--- src/rtl/ssfs_pkg.sv ---
// Shared types, constants and the digit font for the seven-segment frame sequencer.
`timescale 1ns / 1ps

package ssfs_pkg;

    // Request commands, carried in tuser
    localparam logic [1:0] CMD_SLEEP   = 2'd0;
    localparam logic [1:0] CMD_DEFAULT = 2'd1;
    localparam logic [1:0] CMD_SELECT  = 2'd2;
    localparam logic [1:0] CMD_MATCH   = 2'd3;

    // Digit selects
    localparam logic [7:0] SEL_START = 8'h08;
    localparam logic [7:0] SEL_UNIT  = 8'h01;
    localparam logic [7:0] SEL_NONE  = 8'h00;

    // Active-low segment patterns, dp at bit 7, gfedcba below
    localparam logic [7:0] SEG_DASH       = 8'hBF;
    localparam logic [7:0] SEG_UNDERSCORE = 8'hF7;
    localparam logic [7:0] SEG_DOT        = 8'h7F;
    localparam logic [7:0] SEG_BLANK      = 8'hFF;

    // Reciprocal of ten: q = (v * RECIP10) >> RECIP_SHIFT is exact for 16-bit v
    localparam logic [15:0] RECIP10     = 16'hCCCD;
    localparam int          RECIP_SHIFT = 19;

    typedef enum logic [2:0] {
        ST_IDLE,
        ST_DASH,
        ST_LEAD,
        ST_DIGIT,
        ST_BLANK
    } t_state;

    typedef enum logic [1:0] {
        FRAME_DASH,
        FRAME_LEAD,
        FRAME_DIGIT,
        FRAME_BLANK
    } t_frame;

    // Controller to datapath commands
    typedef struct packed {
        logic   load;   // capture a new request
        logic   emit;   // write a frame into the output register
        t_frame frame;  // which frame to write
    } t_ctrl;

    // Datapath to controller status
    typedef struct packed {
        logic       out_free;    // output register can take a frame this cycle
        logic       value_zero;  // working value is zero
        logic       quot_zero;   // working value divided by ten is zero
        logic       sel_unit;    // select has reached the rightmost digit
        logic [1:0] cmd;         // command on the request input, not the captured one
    } t_stat;

    // Common-anode font for decimal digits
    function automatic logic [7:0] digit_font(input logic [3:0] d);
        logic [7:0] seg;
        case (d)
            4'd0:    seg = 8'hC0;
            4'd1:    seg = 8'hF9;
            4'd2:    seg = 8'hA4;
            4'd3:    seg = 8'hB0;
            4'd4:    seg = 8'h99;
            4'd5:    seg = 8'h92;
            4'd6:    seg = 8'h82;
            4'd7:    seg = 8'hF8;
            4'd8:    seg = 8'h80;
            4'd9:    seg = 8'h90;
            default: seg = SEG_BLANK;
        endcase
        return seg;
    endfunction

endpackage

--- src/rtl/seven_segment_frame_sequencer.sv ---
// Top level of the seven-segment frame sequencer.
`timescale 1ns / 1ps

// Each request beat (value, command) becomes a run of two to seven frame
// beats of digit select and active-low segments, the last one a blanking
// frame flagged by tlast. A request is accepted in the idle state and its
// frames are then written one after another while the output side keeps
// tready high; each digit frame divides the working value by ten through a
// reciprocal multiply. The next request is taken once the blanking frame
// sits in the output register.
module seven_segment_frame_sequencer (
    input  logic        i_clk,
    input  logic        i_rst_n,
    input  logic        i_s_axis_tvalid,
    output logic        o_s_axis_tready,
    input  logic [15:0] i_s_axis_tdata,   // [15:0] value
    input  logic [1:0]  i_s_axis_tuser,   // [1:0] command
    output logic        o_m_axis_tvalid,
    input  logic        i_m_axis_tready,
    output logic [15:0] o_m_axis_tdata,   // [7:0] digit_select, [15:8] segment_pattern
    output logic        o_m_axis_tlast
);
    import ssfs_pkg::*;

    t_ctrl      w_ctrl;
    t_stat      w_stat;
    logic [7:0] w_sel;
    logic [7:0] w_seg;

    ssfs_ctrl u_ctrl (
        .i_clk       (i_clk),
        .i_rst_n     (i_rst_n),
        .i_req_valid (i_s_axis_tvalid),
        .o_req_ready (o_s_axis_tready),
        .i_stat      (w_stat),
        .o_ctrl      (w_ctrl)
    );

    ssfs_datapath u_datapath (
        .i_clk       (i_clk),
        .i_rst_n     (i_rst_n),
        .i_value     (i_s_axis_tdata),
        .i_cmd       (i_s_axis_tuser),
        .i_ctrl      (w_ctrl),
        .o_stat      (w_stat),
        .o_out_valid (o_m_axis_tvalid),
        .i_out_ready (i_m_axis_tready),
        .o_out_sel   (w_sel),
        .o_out_seg   (w_seg),
        .o_out_last  (o_m_axis_tlast)
    );

    assign o_m_axis_tdata = {w_seg, w_sel};

endmodule

--- src/rtl/ssfs_ctrl.sv ---
// Frame sequencing state machine for the seven-segment frame sequencer.
`timescale 1ns / 1ps

module ssfs_ctrl (
    input  logic            i_clk,
    input  logic            i_rst_n,
    input  logic            i_req_valid,
    output logic            o_req_ready,
    input  ssfs_pkg::t_stat i_stat,
    output ssfs_pkg::t_ctrl o_ctrl
);
    import ssfs_pkg::*;

    t_state r_state;
    t_state n_state;

    // State register
    always_ff @(posedge i_clk) begin
        if (!i_rst_n) begin
            r_state <= ST_IDLE;
        end else begin
            r_state <= n_state;
        end
    end

    // Next state: a frame state can move on only when its frame is written
    always_comb begin
        n_state = r_state;
        case (r_state)
            ST_IDLE: begin
                if (i_req_valid) begin
                    case (i_stat.cmd)
                        CMD_SLEEP:   n_state = ST_DASH;
                        CMD_DEFAULT: n_state = ST_DIGIT;
                        default:     n_state = ST_LEAD;
                    endcase
                end
            end
            ST_DASH: begin
                if (i_stat.out_free && i_stat.sel_unit) begin
                    n_state = ST_BLANK;
                end
            end
            ST_LEAD: begin
                if (i_stat.out_free) begin
                    n_state = i_stat.value_zero ? ST_BLANK : ST_DIGIT;
                end
            end
            ST_DIGIT: begin
                if (i_stat.out_free && i_stat.quot_zero) begin
                    n_state = ST_BLANK;
                end
            end
            ST_BLANK: begin
                if (i_stat.out_free) begin
                    n_state = ST_IDLE;
                end
            end
            default: n_state = ST_IDLE;
        endcase
    end

    // Outputs
    always_comb begin
        o_req_ready  = 1'b0;
        o_ctrl.load  = 1'b0;
        o_ctrl.emit  = 1'b0;
        o_ctrl.frame = FRAME_BLANK;
        case (r_state)
            ST_IDLE: begin
                o_req_ready = 1'b1;
                o_ctrl.load = i_req_valid;
            end
            ST_DASH: begin
                o_ctrl.emit  = i_stat.out_free;
                o_ctrl.frame = FRAME_DASH;
            end
            ST_LEAD: begin
                o_ctrl.emit  = i_stat.out_free;
                o_ctrl.frame = FRAME_LEAD;
            end
            ST_DIGIT: begin
                o_ctrl.emit  = i_stat.out_free;
                o_ctrl.frame = FRAME_DIGIT;
            end
            ST_BLANK: begin
                o_ctrl.emit  = i_stat.out_free;
                o_ctrl.frame = FRAME_BLANK;
            end
            default: begin
                o_req_ready = 1'b0;
            end
        endcase
    end

endmodule

--- src/rtl/ssfs_datapath.sv ---
// Working value, digit extraction and output frame register.
`timescale 1ns / 1ps

module ssfs_datapath (
    input  logic            i_clk,
    input  logic            i_rst_n,
    input  logic [15:0]     i_value,
    input  logic [1:0]      i_cmd,
    input  ssfs_pkg::t_ctrl i_ctrl,
    output ssfs_pkg::t_stat o_stat,
    output logic            o_out_valid,
    input  logic            i_out_ready,
    output logic [7:0]      o_out_sel,
    output logic [7:0]      o_out_seg,
    output logic            o_out_last
);
    import ssfs_pkg::*;

    logic [15:0] r_value;
    logic [1:0]  r_cmd;
    logic [7:0]  r_sel;
    logic        r_out_valid;
    logic [7:0]  r_out_sel;
    logic [7:0]  r_out_seg;
    logic        r_out_last;

    logic [31:0] w_prod;
    logic [15:0] w_quot;
    logic [15:0] w_quot10;
    logic [3:0]  w_rem;
    logic        w_out_free;
    logic [7:0]  w_lead_seg;

    // Divide by ten through the reciprocal; remainder is the low digit
    assign w_prod   = 32'(r_value) * 32'(RECIP10);
    assign w_quot   = 16'(w_prod[31:RECIP_SHIFT]);
    assign w_quot10 = {w_quot[12:0], 3'b000} + {w_quot[14:0], 1'b0};
    assign w_rem    = 4'(r_value - w_quot10);

    assign w_out_free = !r_out_valid || i_out_ready;
    assign w_lead_seg = (r_cmd == CMD_MATCH) ? SEG_DOT : SEG_UNDERSCORE;

    // Request capture and digit walk
    always_ff @(posedge i_clk) begin
        if (i_ctrl.load) begin
            r_value <= i_value;
            r_cmd   <= i_cmd;
            r_sel   <= SEL_START;
        end else if (i_ctrl.emit) begin
            case (i_ctrl.frame)
                FRAME_DASH: begin
                    r_sel <= r_sel >> 1;
                end
                FRAME_DIGIT: begin
                    r_value <= w_quot;
                    r_sel   <= r_sel >> 1;
                end
                default: begin
                    r_sel <= r_sel;
                end
            endcase
        end
    end

    // Output beat valid
    always_ff @(posedge i_clk) begin
        if (!i_rst_n) begin
            r_out_valid <= 1'b0;
        end else if (i_ctrl.emit) begin
            r_out_valid <= 1'b1;
        end else if (i_out_ready) begin
            r_out_valid <= 1'b0;
        end
    end

    // Output beat payload
    always_ff @(posedge i_clk) begin
        if (i_ctrl.emit) begin
            case (i_ctrl.frame)
                FRAME_DASH: begin
                    r_out_sel  <= r_sel;
                    r_out_seg  <= SEG_DASH;
                    r_out_last <= 1'b0;
                end
                FRAME_LEAD: begin
                    r_out_sel  <= SEL_UNIT;
                    r_out_seg  <= w_lead_seg;
                    r_out_last <= 1'b0;
                end
                FRAME_DIGIT: begin
                    r_out_sel  <= r_sel;
                    r_out_seg  <= digit_font(w_rem);
                    r_out_last <= 1'b0;
                end
                default: begin
                    r_out_sel  <= SEL_NONE;
                    r_out_seg  <= SEG_BLANK;
                    r_out_last <= 1'b1;
                end
            endcase
        end
    end

    // The command always comes straight from the input beat; the controller reads it only while idle
    assign o_stat.out_free   = w_out_free;
    assign o_stat.value_zero = (r_value == 16'd0);
    assign o_stat.quot_zero  = (w_quot == 16'd0);
    assign o_stat.sel_unit   = (r_sel == SEL_UNIT);
    assign o_stat.cmd        = i_cmd;

    assign o_out_valid = r_out_valid;
    assign o_out_sel   = r_out_sel;
    assign o_out_seg   = r_out_seg;
    assign o_out_last  = r_out_last;

endmodule
--- config.mk ---
export PLATFORM = sky130hd
export DESIGN_NAME = seven_segment_frame_sequencer
export DESIGN_NICKNAME = d
export VERILOG_FILES = /design/src/rtl/ssfs_pkg.sv /design/src/rtl/seven_segment_frame_sequencer.sv /design/src/rtl/ssfs_ctrl.sv /design/src/rtl/ssfs_datapath.sv
export SDC_FILE = /design/constraint.sdc
export NUM_CORES = 1
export LEC_CHECK = 0
export BUFFER_PORTS_ARGS = -buffer_cell sky130_fd_sc_hd__buf_2
export CAP_MARGIN = 10
export CORE_ASPECT_RATIO = 0.75
export CORE_MARGIN = 3
export CORE_UTILIZATION = 35
export CTS_CLUSTER_SIZE = 30
export DETAILED_ROUTE_END_ITERATION = 7
export PLACE_DENSITY = 0.51
export SYNTH_ARGS = -nofsm -noshare
export SYNTH_HDL_FRONTEND = slang
export SYNTH_SLANG_ARGS = --single-unit
--- constraint.sdc ---
create_clock -name i_clk -period 8.37 [get_ports i_clk]
set_input_delay 0.837 -clock i_clk [delete_from_list [all_inputs] [get_ports i_clk]]
set_output_delay 0.837 -clock i_clk [all_outputs]
set_load 0.02 [all_outputs]
Yosys cells after proc, flatten, opt, wreduce, memory -nomap -nowiden
Memory sizes are Yosys's and may differ from the RTL's.
Index checks and enable logic that the tools add are counted.
{"block": "totals", "reg_bits": 43, "romBits": 112, "mem_count": 1, "input_bits": 22, "out_inout_bits": 19, "wordCells": 63}
{"block": "op_classes", "multipliers": 1, "n_eq_ne": 14, "n_mux": 20, "reduce_logical": 17, "addsub": 2}
{"name": "(name not given)", "words": 16, "word_bits": 7, "read_ports": 1, "rd_clocked_by_memory_dff": 0, "write_ports": 0, "line_no": "ssfs_pkg.sv:61", "rtl": "case (d)"}
{"operator": "$mux 16", "n": 3}
{"operator": "$logic_not 16->1", "n": 2}
{"operator": "$mul 16x16->32 const B", "n": 1}
{"operator": "$pmux 8 s3", "n": 1}
{"operator": "$mux 3", "n": 6}
{"operator": "$pmux 3 s5", "n": 1}
{"operator": "$pmux 3 s4", "n": 1}
{"operator": "$mux 8", "n": 1}
{"operator": "$ne 2x1->1 const B", "n": 4}
{"operator": "$pmux 4 s2", "n": 1}
{"operator": "$eq 3x2->1 const B", "n": 2}
{"operator": "$reduce_bool 2->1", "n": 3}
{"operator": "$mux 1", "n": 5}
{"operator": "$reduce_and 5->1", "n": 1}
{"operator": "$add 4x4->4", "n": 1}
{"operator": "$eq 2x1->1 const B", "n": 2}
{"operator": "$eq 2x2->1 const B", "n": 2}
{"operator": "$eq 4x1->1 const B", "n": 1}
{"operator": "$logic_not 2->1", "n": 2}
{"operator": "$pmux 2 s2", "n": 1}
{"operator": "$reduce_and 2->1", "n": 2}
{"operator": "$sub 4x4->4", "n": 1}
{"operator": "$eq 3x1->1 const B", "n": 1}
{"operator": "$eq 3x3->1 const B", "n": 1}
{"operator": "other kinds (7)", "n": 8}

Longest topological paths before layout
Gate-level depths: netlist (run 1).
{"block": "logic_depth", "word_depth": 7, "mapped_depth": 26, "ltp_nobuf": 25}

Hierarchy
A second synthesis (run 1) with hierarchy kept.
{"block": "unflattened", "hier_cells": 722, "area_unflattened_um2": 7078.0}
{"module": "ssfs_datapath", "instances": 1, "seq_area_each_um2": 1031.0, "area_per_inst_um2": 6794.0, "cells_each": 688}
{"module": "ssfs_ctrl", "instances": 1, "seq_area_each_um2": 60.1, "area_per_inst_um2": 284.0, "cells_each": 34}

Worst setup path before layout (run 1)
OpenSTA, ideal clock, no wires.
{"block": "synth_path", "kind": "reg-to-reg", "start": "register u_datapath.r_value[1]", "end": "register u_datapath.r_out_seg[3], in the netlist u_datapath.o_out_seg[3] (data pin)", "path_buffers": 0, "stages_incl_launch_ff": 25, "slack_ps": 2281, "arrival_time_ps": 5822, "setup_ps": 267, "required_ps": 8103, "period_less_slack_ps": 6089, "path_cell_list": "edfxtp_1 ha_1 xor2_1 ha_1 a21o_1 fa_1 fa_1 fa_1 inv_1 fa_1 inv_1 ha_1 nand4_1 a2111oi_0 o211ai_1 o311ai_1 xnor2_1 inv_1 ha_1 nand2_1 nand3_1 xnor2_2 xnor2_4 mux2i_1 nand4_1"}
{"block": "synth_via", "elab_chain_len": 5}
{"item": "start, declared", "line_no": "ssfs_datapath.sv:19", "rtl": "logic [15:0] r_value;"}
{"item": "start signal, assigned", "line_no": "ssfs_datapath.sv:46", "rtl": "r_value <= i_value;"}
{"item": "start signal, assigned", "line_no": "ssfs_datapath.sv:55", "rtl": "r_value <= w_quot;"}
{"item": "$mul 16x16->32", "line_no": "ssfs_datapath.sv:35", "rtl": "assign w_prod = 32'(r_value) * 32'(RECIP10);"}
{"item": "$add 4x4->4", "line_no": "ssfs_datapath.sv:37", "rtl": "assign w_quot10 = {w_quot[12:0], 3'b000} + {w_quot[14:0], 1'b0};"}
{"item": "$sub 4x4->4 *", "line_no": "ssfs_datapath.sv:38", "rtl": "assign w_rem = 4'(r_value - w_quot10);"}
{"item": "$mem_v2 16x7 *"}
{"item": "$pmux 8 s3 *", "line_no": "ssfs_datapath.sv:79", "rtl": "case (i_ctrl.frame)"}
{"item": "end signal, assigned", "line_no": "ssfs_datapath.sv:87", "rtl": "r_out_seg <= w_lead_seg;"}
{"item": "end signal, assigned", "line_no": "ssfs_datapath.sv:92", "rtl": "r_out_seg <= digit_font(w_rem);"}
{"item": "end, declared", "line_no": "ssfs_datapath.sv:24", "rtl": "logic [7:0] r_out_seg;"}
Every way passes the cells marked *; elsewhere a longest branch is shown, timed or not.
A chain may end at the register's enable or synchronous reset.

Worst setup path after layout (run 1)
{"block": "layout_path", "start": "register u_datapath.r_value[9]", "end": "register u_datapath.r_out_seg[0], in the netlist u_datapath.o_out_seg[0] (data pin)"}
{"block": "layout_via", "elab_chain_len": 5}
{"item": "$mul 16x16->32", "line_no": "ssfs_datapath.sv:35"}
{"item": "$add 4x4->4", "line_no": "ssfs_datapath.sv:37"}
{"item": "$sub 4x4->4", "line_no": "ssfs_datapath.sv:38"}
{"item": "$mem_v2 16x7"}
{"item": "$pmux 8 s3", "line_no": "ssfs_datapath.sv:79"}
Every way passes these cells.

==> flow_summary.toml, run 1 <==
[layout]
drive_gt1_frac = 0.0980
fin_util = 0.391
syn_to_final_growth_pct = 8.34
fin_area_um2 = 7670
num-nets-final = 1013
diodes = 0

[global_route]
grt.overflow.total = 0
grt_pass1_wl_mm = 29.6
grt_pass1_vias = 5101
track_usage = 0.177
grt_max_degree = 26
antenna_found_initial = 0

[clock_tree]
cts_setup_buffers = 0
cts_tree = "done"
h-tree-depth = 2
clockRootBuffer = "clkbuf_16"
ctsHoldBuffers = 0
clock-sinks = 39
ctsLongestPathBuffers = 2
clk_pin_slew_ps = 70
clock_latency_ps = 290
cts_resized = 0
numCtsBuffers = 5

[synth]
muxShareOfSynthArea = 0.0164
synth_compound_area_frac = 0.106
ys.flop_type = "edfxtp_1"
synth-xor-area-share = 0.0309
async_reset_ff_frac = 0
synthCells = 730
yosysUniqueCellTypes = 79
synth.cell_area_um2 = 7080
ys_seq_area_frac = 0.154
yosys-top-cells-area = "ha_1 (26%), fa_1 (23%), edfxtp_1 (13%)"
synth-edff-count = 31
synth_commonest_cells = "inv_1 (175), ha_1 (147), fa_1 (80), nand2_1 (45), edfxtp_1 (31)"
synth-seq-cells = 39
synth-simple-area-share = 0.101
yosysMostFrequentCell = "inv_1"
synthAdderAreaFrac = 0.486
synth_top_area_share = 0.260
synth_warnings = 0
synth_top_cell_by_area = "ha_1"
synth_top_family_by_area = "adder cells"
post_synth.cell_area_avg_um2 = 9.70

[die]
die_area_um2 = 22000
rows = 44
start_util = 0.361
io_pins = 41
chipWidth_um = 170
core_um2 = 19600
die-height_um = 129

[setup_path]
startpoint_type = "register"
r2r_slack_ps = 1340
cp-end-kind = "register"
rr_startpoint = "u_datapath.r_value[9]$_DFFE_PP_"
crit_type = "register to register"
ff2ff_path_depth = 21
crit_required_ps = 8380
worstReg2RegEnd = "u_datapath.o_out_seg[0]$_DFFE_PP_"
arrival_ps = 7040
cp_max_fo = 9

[min_path]
min_from = "u_datapath.r_sel[3]$_SDFFE_PP1P_"
hold_depth = 2
hp-class = "register to register"
hold_end = "u_datapath.r_sel[3]$_SDFFE_PP1P_"

[placed_design]
place_ws_ps = 1440
dpl_cell_area_um2 = 7510
place_hpwl_mm = 16.3
numPortBuffers = 36
place_congestion = 0.907

[sta]
maxSlewViolCount = 0
skew_ps = 9.21
fin_crit_ps = 7030
finalSetupTns_ps = 0
worst_slew_pin_slew_ps = 1150
finalSetupViolCount = 0
fin_crit_sh = 0.840
slew_headroom = 0.232
setup_slack_ps = 1340
hold_viol = 0
max_freq_mhz = 142
rsz0062_at_grt = "false"

[routing]
drtIter0Drc = 342
dr.pass1.iters = 5
wl_per_cell_um = 18.1
via_count = 5066
viasPerCell = 4.98
postRouteWirelength_mm = 18.4
drcViolationCount = 0
detail-route-antenna-nets = 0

[run_status]
status = "completed"

[run]
drv_cap = 0
==> through the flow <==
stage,hold slack (ps),std cells
after detailed placement,478,1010
after global routing,536,1018
after global placement,483,1010
after floorplan,443,733
after CTS,488,1018
final,487,1018
==> cell type report <==
cell class | instances | area (µm²)
multi-input cells | 506 | 5260
flip-flops and latches | 39 | 1090
inverters | 175 | 657
fillers | 1988 | 11900
repair buffers | 37 | 188
clock inverters | 2 | 13.8
well taps | 253 | 317
clock buffers | 6 | 150
==> flip-flops by register name, indices dropped and copies added, names as in the netlist <==
name / count
u_datapath.r_cmd: 2
u_datapath.o_out_sel: 4
u_datapath.o_out_last: 1
u_datapath.r_value: 16
u_datapath.o_out_valid: 1
u_ctrl.r_state: 3
u_datapath.o_out_seg: 8
u_datapath.r_sel: 4
==> worst max path at each step <==
stage	endpoint	depth (start not counted)	start
detailed placement	u_datapath.o_out_seg[3]$_DFFE_PP_	23	u_datapath.r_value[9]$_DFFE_PP_
global placement	u_datapath.o_out_seg[5]$_DFFE_PP_	21	u_datapath.r_value[9]$_DFFE_PP_
global route	u_datapath.o_out_seg[0]$_DFFE_PP_	23	u_datapath.r_value[3]$_DFFE_PP_
finish	u_datapath.o_out_seg[0]$_DFFE_PP_	21	u_datapath.r_value[9]$_DFFE_PP_
CTS	u_datapath.o_out_seg[3]$_DFFE_PP_	25	u_datapath.r_value[2]$_DFFE_PP_
floorplan	u_datapath.o_out_seg[3]$_DFFE_PP_	24	u_datapath.r_value[1]$_DFFE_PP_
==> worst max-delay path: stages (launching register included) <==
cell	delay [ps]
edfxtp_1	520
inv_1	150
ha_1	410
inv_1	120
fa_1	560
fa_1	420
fa_1	510
fa_1	430
fa_1	490
inv_1	40
ha_1	460
nand2_1	140
a2111oi_0	410
o211ai_1	160
o311ai_1	180
xnor2_1	230
inv_1	70
ha_1	350
xor2_1	560
nand2_1	250
mux2i_1	170
nand3_1	90
==> cell usage in the layout, fill, tap and decap left out, types with 8 or more instances in the layout <==
master    netlist  final
mux2i_1         9      9
ha_1          147    147
nor2_1         27     27
inv_1         175    175
nand2_1        45     45
dfxtp_1         8      8
nand3_1        14     14
fa_1           80     80
edfxtp_1       31     31
o21ai_0        17     16
buf_2           2     36
xor2_1          8      8
a21oi_1        30     30
xnor2_1        12     12
nand4_1        13     13
==> metal layers <==
metal  track usage  up-vias  part of all wire
li1              -     2481                 -
met5             0        -                 0
met3        0.0415        5             0.075
met1         0.299     2449              0.55
met4        0.0129        0            0.0031
met2         0.231      131              0.37
==> logic make-up after synthesis <==
logic type	count (synthesis)
buffers and inverters	188
other	1
AO/OA/AOI/OAI	103
multiplexers	11
adder cells (fa/ha/maj)	227
XOR/XNOR	22
flip-flops	39
AND/OR/NAND/NOR	139
Power of run 1 is not shown: default switching activity piles up to over one toggle a cycle in this logic, so the estimate is an artifact.
==> run 2, diff against run 1 <==
--- a/config.mk
+++ b/config.mk
@@ -5,6 +5,7 @@
 export SDC_FILE = /design/constraint.sdc
 export NUM_CORES = 1
 export LEC_CHECK = 0
+export ABC_AREA = 1
 export BUFFER_PORTS_ARGS = -buffer_cell sky130_fd_sc_hd__buf_2
 export CAP_MARGIN = 10
 export CORE_ASPECT_RATIO = 0.75
==> constraint.sdc (replaced) <==
create_clock -name i_clk -period 7 [get_ports i_clk]
set_input_delay 0.7 -clock i_clk [delete_from_list [all_inputs] [get_ports i_clk]]
set_output_delay 0.7 -clock i_clk [all_outputs]
set_load 0.02 [all_outputs]
==> run 2 against run 1 <==
Clock skew fell by 0.59 ps. Sequential share of layout area shrank 1.1 points. Global-route usage increased by 1.2 points. First-iteration DRC count up 21%. Register-to-register slack got worse by 1100 ps. Critical endpoint unchanged. Highest routed layer unchanged.
==> flow_summary.toml, run 2 <==
[run_status]
status = "completed"

[sta]
finalSetupViolCount = 0
finalSetupTns_ps = 0
maxSlewViolCount = 0
fin_crit_sh = 0.960
skew_ps = 8.63
slew_headroom = 0.579
worst_slew_pin_slew_ps = 629
rsz0062_at_grt = "false"
max_freq_mhz = 149
fin_crit_ps = 6720
hold_viol = 0

[clock_tree]
numCtsBuffers = 5
cts_resized = 0
clock_latency_ps = 290
clk_pin_slew_ps = 70
cts_setup_buffers = 0
clockRootBuffer = "clkbuf_16"
h-tree-depth = 2
cts_tree = "done"
clock-sinks = 39
ctsLongestPathBuffers = 2
ctsHoldBuffers = 0

[die]
start_util = 0.365
die_area_um2 = 23400
die-height_um = 133
rows = 45
chipWidth_um = 176
io_pins = 41
core_um2 = 20700

[synth]
synth_commonest_cells = "inv_1 (264), nand2_1 (217), ha_1 (147), fa_1 (80), nor2_1 (65)"
synth_top_area_share = 0.243
ys_seq_area_frac = 0.144
post_synth.cell_area_avg_um2 = 7.76
synthCells = 975
yosysMostFrequentCell = "inv_1"
async_reset_ff_frac = 0
synth_top_cell_by_area = "ha_1"
ys.flop_type = "edfxtp_1"
synth-edff-count = 31
synth_warnings = 0
synth.cell_area_um2 = 7560
yosysUniqueCellTypes = 42
synth-seq-cells = 39
yosys-top-cells-area = "ha_1 (24%), fa_1 (21%), inv_1 (13%)"

[setup_path]
arrival_ps = 6740
cp_slowest_stage_delay_ps = 630
cp-end-kind = "register"
critPathTopFamily = "adder cells"
crit_required_ps = 7020
path_common_cell = "nand2_1"
worstReg2RegEnd = "u_datapath.o_out_seg[0]$_DFFE_PP_"
startpoint_type = "register"
path_buf_inv = 7
crit_type = "register to register"
cp_max_fo = 6
ff2ff_path_depth = 29
worst_path_max_delay_cell = "fa_1"
r2r_slack_ps = 280
rr_startpoint = "u_datapath.r_value[8]$_DFFE_PP_"

[min_path]
min_from = "u_datapath.r_sel[2]$_SDFFE_PP0P_"
hold_end = "u_datapath.r_sel[2]$_SDFFE_PP0P_"
hold_depth = 2
hp-class = "register to register"

[global_route]
grt.overflow.total = 0
grt_pass1_wl_mm = 33.8
grt_pass1_vias = 5931
track_usage = 0.189
grt_max_degree = 24
antenna_found_initial = 0

[layout]
num-nets-final = 1270
fill_cells = 2202
multi_input_area_um2 = 5430
top_register = "u_datapath.r_value"
final_common_cell = "inv_1"
final_cell_mix = "inv_1 (264), nand2_1 (217), ha_1 (147)"
final-seq-area_um2 = 1090
largest_reg_flops = 16
syn_to_final_growth_pct = 9.75
drive_gt1_frac = 0.0763
fin_util = 0.401

[run]
drv_cap = 0

[routing]
wl_per_cell_um = 16.3
dr.pass1.iters = 5
postRouteWirelength_mm = 21.2
viasPerCell = 4.54
drcViolationCount = 0
drtIter0Drc = 414
detail-route-antenna-nets = 0
via_count = 5927

[placed_design]
place_hpwl_mm = 19.1
numPortBuffers = 36
place_congestion = 0.885
==> run 2: changes by cell type in the layout (fill, tap and decap cells not counted), sizes merged, moves of 6 or more <==
cell,delta
buf,+6
inv,+94
nand3,+20
xnor2,-11
nor2,+44
o21ai,+11
nor2b,-6
mux2i,-9
nand2,+177
a21oi,-10
==> run 2: cells by family after synthesis <==
| family | share of synthesized area |
|---|---|
| AND/OR/NAND/NOR | 0.200 |
| buffers and inverters | 0.139 |
| adder cells (fa/ha/maj) | 0.455 |
| AO/OA/AOI/OAI | 0.0505 |
| flip-flops | 0.144 |
| XOR/XNOR | 0.0103 |
| other | 0.000496 |
==> run 2: layout make-up <==
cell class	instances	area share
Antenna cell	1	0.000302
Clock buffer	8	0.0216
Inverter	269	0.122
Multi-Input combinational cell	663	0.654
Sequential cell	39	0.131
Tap cell	282	0.0425
Timing Repair Buffer	43	0.0280
==> run 2: worst register-to-register path: cells and delay by family, from the launching register on <==
family	cells	cell delay [ps]
adders and majority gates	8	3690
and+or+nand+nor	13	1540
AOI/OAI and AO/OA	1	80
DFF	1	510
buffers and inverters	7	620
==> run 2: per-stage QoR <==
step	setup slack [ps]	hold slack [ps]	area, µm²	std cells
finish	280	501	8300	1305
global route	40.5	562	8300	1304
CTS	371	501	8290	1303
detailed placement	400	493	8110	1295
global placement	399	490	8110	1295
floorplan	1140	451	7570	978
==> run 2: worst max-delay path by stage <==
stage,start,to,slack (ps),depth (start not counted)
2_1_floorplan,u_datapath.r_value[1]$_DFFE_PP_,u_datapath.o_out_seg[0]$_DFFE_PP_,1140,30
3_3_place_gp,u_datapath.r_value[8]$_DFFE_PP_,u_datapath.o_out_seg[0]$_DFFE_PP_,400,29
3_5_place_dp,u_datapath.r_value[8]$_DFFE_PP_,u_datapath.o_out_seg[0]$_DFFE_PP_,400,29
4_1_cts,u_datapath.r_value[8]$_DFFE_PP_,u_datapath.o_out_seg[0]$_DFFE_PP_,370,29
5_1_grt,u_datapath.r_value[8]$_DFFE_PP_,u_datapath.o_out_seg[0]$_DFFE_PP_,40,29
6_report,u_datapath.r_value[8]$_DFFE_PP_,u_datapath.o_out_seg[0]$_DFFE_PP_,280,29
==> run 2: metal layers <==
layer | vias up | part of all wire | track usage
met5 | - | 0 | 0
met4 | 0 | 0.011 | 0.0295
met3 | 13 | 0.055 | 0.0359
met2 | 113 | 0.37 | 0.249
met1 | 2742 | 0.56 | 0.316
li1 | 3059 | - | -
Power of run 2 is left out for the same reason.
